[config.mk]
export PLATFORM = sky130hd
export DESIGN_NAME = eight_channel_button_debouncer
export DESIGN_NICKNAME = d
export VERILOG_FILES = /design/src/rtl/core/ecbd_pkg.sv /design/src/rtl/core/eight_channel_button_debouncer.sv /design/src/rtl/core/ecbd_lane.sv
export SDC_FILE = /design/constraint.sdc
export NUM_CORES = 1
export LEC_CHECK = 0
export BUFFER_PORTS_ARGS = -buffer_cell sky130_fd_sc_hd__clkbuf_2
export CORE_ASPECT_RATIO = 1.5
export CORE_MARGIN = 2
export CORE_UTILIZATION = 48
export DETAILED_ROUTE_END_ITERATION = 10
export PLACE_DENSITY = 0.68
export SLEW_MARGIN = 20
export SYNTH_ARGS = -nofsm -noshare
export SYNTH_HDL_FRONTEND = slang
export SYNTH_SLANG_ARGS = --single-unit
[constraint.sdc]
create_clock -name clk -period 5.6 [get_ports clk]
set_input_delay 0.56 -clock clk [delete_from_list [all_inputs] [get_ports clk]]
set_output_delay 0.56 -clock clk [all_outputs]
set_load 0.02 [all_outputs]
[src/rtl/core/ecbd_pkg.sv]
// ----------------------------------------------------------------------------
// ecbd_pkg
// shared types and constants of the eight channel button debouncer
// ----------------------------------------------------------------------------
package ecbd_pkg;

    localparam int FIELD_W = 8;
    localparam int CFG_W   = 8;
    localparam int APB_W   = 32;
    localparam int ADDR_W  = 3;

    localparam logic [CFG_W-1:0] DEBOUNCE_RESET = 8'd10;

    typedef enum logic
    {
        REG_SWITCH_MASK = 1'b0,
        REG_DEBOUNCE    = 1'b1
    } reg_index_t;

    typedef struct packed
    {
        logic [FIELD_W-1:0] pin_levels;
        logic               scan_enable;
    } sample_t;

    typedef struct packed
    {
        logic [FIELD_W-1:0] latch_value;
        logic [FIELD_W-1:0] settled_channels;
    } result_t;

    typedef struct packed
    {
        logic fire;
        logic scan;
        logic sel;
    } lane_ctrl_t;

endpackage

[src/rtl/core/eight_channel_button_debouncer.sv]
// ----------------------------------------------------------------------------
// eight_channel_button_debouncer
// counter style switch debouncer for up to eight pins
// ----------------------------------------------------------------------------
// sample channel (valid/stall, struct sample) carries one tick: pin levels and
// a scan enable. result channel (valid/stall, struct result) returns exactly
// one item per tick: the latch after that tick, a set bit meaning the pin
// settled low, and the channels that reached the threshold on that tick.
// an item is held in the input register and then computed into the result
// register, a step that waits while a stalled result occupies it. one item
// is accepted per cycle while sample_stall is low; all channel counters
// update in parallel in the step from input register to result register.
// while the result receiver stalls, the waiting result holds and one more
// item can still be taken into the input register; after that sample_stall
// rises until the result is taken. reset clears counters, previous levels,
// latch and both stages, sets switch_mask to 0 and debounce_ticks to 10.
// registers are written over the apb port (switch_mask at 0x0,
// debounce_ticks at 0x4); the user writes them only while the block idles,
// which the block itself does not enforce.
// ----------------------------------------------------------------------------
module eight_channel_button_debouncer #(
    parameter int CHANNELS   = 8,
    parameter int COUNT_BITS = 8
) (
    input  logic                        clk,
    input  logic                        rst_n,
    input  logic                        psel,
    input  logic                        penable,
    input  logic                        pwrite,
    input  logic [ecbd_pkg::ADDR_W-1:0] paddr,
    input  logic [ecbd_pkg::APB_W-1:0]  pwdata,
    output logic [ecbd_pkg::APB_W-1:0]  prdata,
    output logic                        pready,
    input  logic                        sample_valid,
    output logic                        sample_stall,
    input  ecbd_pkg::sample_t           sample,
    output logic                        result_valid,
    input  logic                        result_stall,
    output ecbd_pkg::result_t           result
);
    import ecbd_pkg::*;

    // only the low eight channels reach the fields
    localparam int ACTIVE = (CHANNELS < FIELD_W) ? CHANNELS : FIELD_W;

    logic [CFG_W-1:0] mask_reg;
    logic [CFG_W-1:0] thresh_reg;
    reg_index_t       reg_sel;
    logic             cfg_write;

    logic    s1_valid_reg;
    logic    s1_valid_next;
    sample_t s1_reg;
    logic    out_valid_reg;
    logic    out_valid_next;
    result_t out_reg;
    result_t out_next;

    logic out_free;
    logic s1_fire;
    logic sample_acc;

    logic [ACTIVE-1:0] lane_latch;
    logic [ACTIVE-1:0] lane_settled;

    // configuration port
    assign pready    = 1'b1;
    assign reg_sel   = reg_index_t'(paddr[2]);
    assign cfg_write = psel && penable && pwrite && pready;

    always_comb
    begin
        case (reg_sel)
            REG_SWITCH_MASK: prdata = APB_W'(mask_reg);
            REG_DEBOUNCE:    prdata = APB_W'(thresh_reg);
            default:         prdata = '0;
        endcase
    end

    always_ff @(posedge clk or negedge rst_n)
    begin
        if (!rst_n)
        begin
            mask_reg   <= '0;
            thresh_reg <= DEBOUNCE_RESET;
        end
        else if (cfg_write)
        begin
            case (reg_sel)
                REG_SWITCH_MASK: mask_reg   <= pwdata[CFG_W-1:0];
                REG_DEBOUNCE:    thresh_reg <= pwdata[CFG_W-1:0];
                default:         ;
            endcase
        end
    end

    // two-stage flow control
    assign out_free      = !out_valid_reg || !result_stall;
    assign s1_fire       = s1_valid_reg && out_free;
    assign sample_stall  = s1_valid_reg && !out_free;
    assign sample_acc    = sample_valid && !sample_stall;
    assign s1_valid_next = sample_acc ? 1'b1 : (s1_fire ? 1'b0 : s1_valid_reg);
    assign out_valid_next = s1_fire ? 1'b1 : (out_free ? 1'b0 : out_valid_reg);

    genvar n;
    generate
        for (n = 0; n < ACTIVE; n++)
        begin : g_lane
            lane_ctrl_t ctrl;
            assign ctrl.fire = s1_fire;
            assign ctrl.scan = s1_reg.scan_enable;
            assign ctrl.sel  = mask_reg[n];

            ecbd_lane #(
                .COUNT_BITS (COUNT_BITS)
            ) u_lane (
                .clk       (clk),
                .rst_n     (rst_n),
                .ctrl      (ctrl),
                .pin       (s1_reg.pin_levels[n]),
                .threshold (thresh_reg),
                .latch_new (lane_latch[n]),
                .settled   (lane_settled[n])
            );
        end
    endgenerate

    assign out_next.latch_value      = FIELD_W'(lane_latch);
    assign out_next.settled_channels = FIELD_W'(lane_settled);

    always_ff @(posedge clk or negedge rst_n)
    begin
        if (!rst_n)
        begin
            s1_valid_reg  <= 1'b0;
            out_valid_reg <= 1'b0;
        end
        else
        begin
            s1_valid_reg  <= s1_valid_next;
            out_valid_reg <= out_valid_next;
        end
    end

    always_ff @(posedge clk)
    begin
        if (sample_acc)
        begin
            s1_reg <= sample;
        end
        if (s1_fire)
        begin
            out_reg <= out_next;
        end
    end

    assign result_valid = out_valid_reg;
    assign result       = out_reg;

endmodule

[src/rtl/core/ecbd_lane.sv]
// ----------------------------------------------------------------------------
// ecbd_lane
// one channel: previous level, saturating streak counter and latch bit
// ----------------------------------------------------------------------------
module ecbd_lane #(
    parameter int COUNT_BITS = 8
) (
    input  logic                       clk,
    input  logic                       rst_n,
    input  ecbd_pkg::lane_ctrl_t       ctrl,
    input  logic                       pin,
    input  logic [ecbd_pkg::CFG_W-1:0] threshold,
    output logic                       latch_new,
    output logic                       settled
);
    import ecbd_pkg::*;

    localparam int CW = (COUNT_BITS > CFG_W) ? COUNT_BITS : CFG_W;
    localparam logic [COUNT_BITS-1:0] CNT_MAX = {COUNT_BITS{1'b1}};

    logic                  prev_reg;
    logic                  prev_next;
    logic [COUNT_BITS-1:0] count_reg;
    logic [COUNT_BITS-1:0] count_next;
    logic                  latch_reg;
    logic                  latch_next;
    logic [COUNT_BITS-1:0] count_inc;
    logic                  same;
    logic                  hit;

    assign same      = (pin == prev_reg);
    assign count_inc = (count_reg == CNT_MAX) ? CNT_MAX : count_reg + 1'b1;
    // settle only on the tick the counter changes to the threshold
    assign hit       = (count_reg != CNT_MAX) && (CW'(count_inc) == CW'(threshold));

    always_comb
    begin
        prev_next  = prev_reg;
        count_next = count_reg;
        latch_next = latch_reg;
        settled    = 1'b0;
        if (!ctrl.scan)
        begin
            prev_next = 1'b0;
        end
        else if (ctrl.sel)
        begin
            if (same)
            begin
                count_next = count_inc;
                if (hit)
                begin
                    latch_next = ~pin;
                    settled    = 1'b1;
                end
            end
            else
            begin
                prev_next  = pin;
                count_next = '0;
            end
        end
    end

    assign latch_new = latch_next;

    always_ff @(posedge clk or negedge rst_n)
    begin
        if (!rst_n)
        begin
            prev_reg  <= 1'b0;
            count_reg <= '0;
            latch_reg <= 1'b0;
        end
        else if (ctrl.fire)
        begin
            prev_reg  <= prev_next;
            count_reg <= count_next;
            latch_reg <= latch_next;
        end
    end

endmodule

==> key figures <==
Timing
  • Final total negative setup slack: 0 ps
  • Unrepaired setup endpoints after global routing: no
  • Post-Route Skew: between 10 and 15 ps
  • Hold_ws: 166 ps
  • Final number of setup-violating endpoints: 0
  • Measured slew at the worst slew-check pin: 1010 ps
  • Post-route clock period utilization: 50.8%
  • Fmax: 0.351 GHz
  • Max-slew violation count: 0
  • Final-report hold violation count: 0
  • Clock period minus final worst setup slack: 2850 ps
  • Headroom to the max-slew limit: 32.6%

Synthesis
  • Library cell with the highest instance count after synthesis: dfrtp_1
  • Top post-synthesis cells by count: dfrtp_1 (96), nand2_1 (94), a21oi_1 (85)
  • Number of register bits inferred by synthesis: 123
  • Share of synthesized flip-flops with an asynchronous set or reset: roughly four fifths
  • Post-synthesis cell area: 8160 sq um
  • Unique cell type count in the Yosys netlist: 74
  • Syn Inst Count: 911
  • Top area cells in the synthesized netlist: dfrtp_1 (29%), edfxtp_1 (9.2%), a21oi_1 (5.2%), xnor2_1 (4.5%), nand2_1 (4.3%)
  • Synth area leader: dfrtp_1
  • Dominant register cell in the synthesized netlist: dfrtp_1
  • Area share of the largest cell type after synthesis: 29.4%
  • Number of enable flip-flop cells after synthesis: 25
  • Number of warnings reported in the yosys synthesis log: 0
  • Sequential fraction of the synthesis area: 39.3%
  • Synthesized area per cell: 8.96 sq um

Hold path
  • Tightest Hold Check Type: input pin to async pin

Clocking
  • Clock latency on the worst-skew pair: 420 ps
  • Number of sinks driven by the clock tree: 123
  • CTS-repair resized insts: 0
  • # H-tree levels: 4
  • Number of setup buffers added after CTS: 0
  • CTS hold repair buffers: 0
  • CTS clk-pin slew, worst paths: 50 ps
  • Number of buffers created by CTS: 17
  • Clock tree root driver cell: clkbuf_16
  • Clock tree from TritonCTS: done
  • Max Root-Sink Buffers: 2

Drt
  • Initial drt markers: 549
  • Pre-Repair DR Iteration Count: 5
  • Remaining antenna violation count: 0
  • Mean routed wirelength per cell: 17.7 um
  • DRC viols: 0
  • DRT Wirelength: 20300 um
  • Detailed-route via count: 6933
  • Routed via count divided by cell count: 6.02

Layout
  • Post-Route Utilization: 53.4%
  • Fraction of final layout cells sized beyond drive strength 1: 13.4%
  • Total Nets Final: 988
  • Number of inserted diodes: 0
  • Area grow syn2layout: 9.21%
  • Number of flip-flops under the largest register name: 64
  • Number of fillers in the final layout: 1560

Worst setup path
  • Crit Path Class: register to register
  • Required time of the worst setup path: 5950 ps
  • Gate family responsible for the most delay along the worst path: simple AND/OR/NAND/NOR gates
  • Maximum fanout along the worst path: 18
  • Data arrival time of the critical path: about 3200 ps
  • Slowest Stage Delay on Critical Path: 770 ps
  • Crit path max-delay cell type: edfxtp_1
  • Cell chain of the critical path: inv_1 -> nor2_1 -> nand2_1 -> a211oi_1 -> a21o_1
  • Type of element capturing the critical path: register
  • Critical path buffer and inverter count: 1
  • Critical path startpoint category: register

GRT
  • Final global-route overflow total: 0
  • Antenna violations before repair: 0
  • Via count of the first global-routing pass: between 6000 and 7000
  • Maximum number of pins on one net before global-route repair: 52
  • Global-route wire length before repair: 33200 um
  • Overall global routing resource usage: 22.9%

Floorplanning
  • Initial Util: 48.9%
  • Die height: 164 um
  • Floorplan row count: 58
  • Area of the die: around 18000 sq um
  • Width of the chip: 110 um
  • Placeable core region: 16700 sq um
  • I/O pin cnt: 102

Place
  • HPWL reported at the end of detailed placement: 14100 um
  • Final weighted congestion of routability-driven global placement: 0.928
  • Number of buffers inserted by port buffering: 50

Pwr
  • Maximum ir drop on the vdd rail: 0.227 mV
  • Power density relative to cell area: roughly 360 nW/um^2
  • Standby leakage power: 3.69 nW

Run
  • Max cap viols: 0

Outcome
  • Run status: finished clean
## metrics by stage
step / cells / worst slack [ps] / instance area [sq um] / total power [mW]
detailed placement: 1120 / 2740 / 8340 / 2.11
global placement: 1120 / 2790 / 8340 / 2.09
global route: 1152 / 2520 / 8910 / 3.35
CTS: 1152 / 2740 / 8910 / 3.19
floorplan: 934 / 3280 / 8250 / 1.90
finish: 1152 / 2750 / 8910 / 3.18
## routing by layer
| layer | share of wire [%] | track usage, % | wire (um) | vias up |
|---|---|---|---|---|
| li1 | - | - | - | 3333 |
| met1 | 43 | 27.9 | 8720 | 3340 |
| met2 | 50 | 40.5 | 10100 | 218 |
| met3 | 4.5 | 3.69 | 914 | 42 |
| met4 | 2.7 | 8.98 | 549 | 0 |
| met5 | 0 | 0 | 0 | - |
## layout make-up
cell class	count	area (sq um)	area share, %
multi-input combinational	716	4530	50.8
sequential	123	3210	36.0
timing repair buffer	52	268	3.00
clock inverter	8	92.6	1.04
tap	210	263	2.95
inverter	19	71.3	0.800
clock buffer	24	482	5.40
## kinds of logic (layout without fill, tap and decap cells)
logic type | Yosys count | count (layout) | share of synthesized area, %
simple gates | 325 | 325 | 21.5
fa+ha+maj | 8 | 8 | 1.23
compound gates | 253 | 253 | 19.1
other cells | 2 | 25 | 0.0920
xor+xnor | 62 | 62 | 6.84
buf+inv | 95 | 103 | 6.25
flops | 123 | 123 | 39.3
mux | 43 | 43 | 5.67
## path summary, 6_finish.rpt
path,from,to,slack [ps],depth (start not counted)
max,g_lane[0].ctrl[1],g_lane[2].u_lane.count_reg[0],2750,5
min,rst_n,g_lane[2].u_lane.count_reg[5],170,1
max reg2reg,g_lane[0].ctrl[1],g_lane[2].u_lane.count_reg[0],2750,5
min reg2reg,s1_valid_reg,result_valid,500,1
max in group asynchronous,rst_n,g_lane[6].u_lane.count_reg[0],4320,2
min in group clk,sample[5],s1_reg[5],310,1
## layout by cell type (no fill, tap or decap), types with 7 or more instances in the layout
cell,n
a211oi_1,8
a21o_1,7
a21oi_1,85
a22o_1,8
a31oi_1,19
and2_1,13
and3_1,31
and4_1,11
clkbuf_16,17
clkbuf_2,49
conb_1,25
dfrtp_1,96
edfxtp_1,25
ha_1,8
inv_1,18
mux2_2,26
mux2i_1,17
nand2_1,94
nand2b_1,11
nand3_1,40
nand4_1,17
nor2_1,44
nor2b_1,9
nor3_1,15
o21ai_0,61
xnor2_1,42
xor2_1,19
## worst register-to-register path, delay by kind of cell, from the launching register on
kind | cells | cell delay, ps
AO/OA/AOI/OAI | 2 | 460
buffers and inverters | 1 | 370
AND/OR/NAND/NOR | 2 | 1170
flip-flops | 1 | 770
## report_power, final
group          switching (mW)  leakage, nW  internal [mW]
sequential              0.251         1.50           1.04
combinational           0.454         1.90          0.361
clock                   0.389        0.284          0.686
total                    1.09         3.69           2.09
Note: power is estimated with default switching activity, not from simulation.
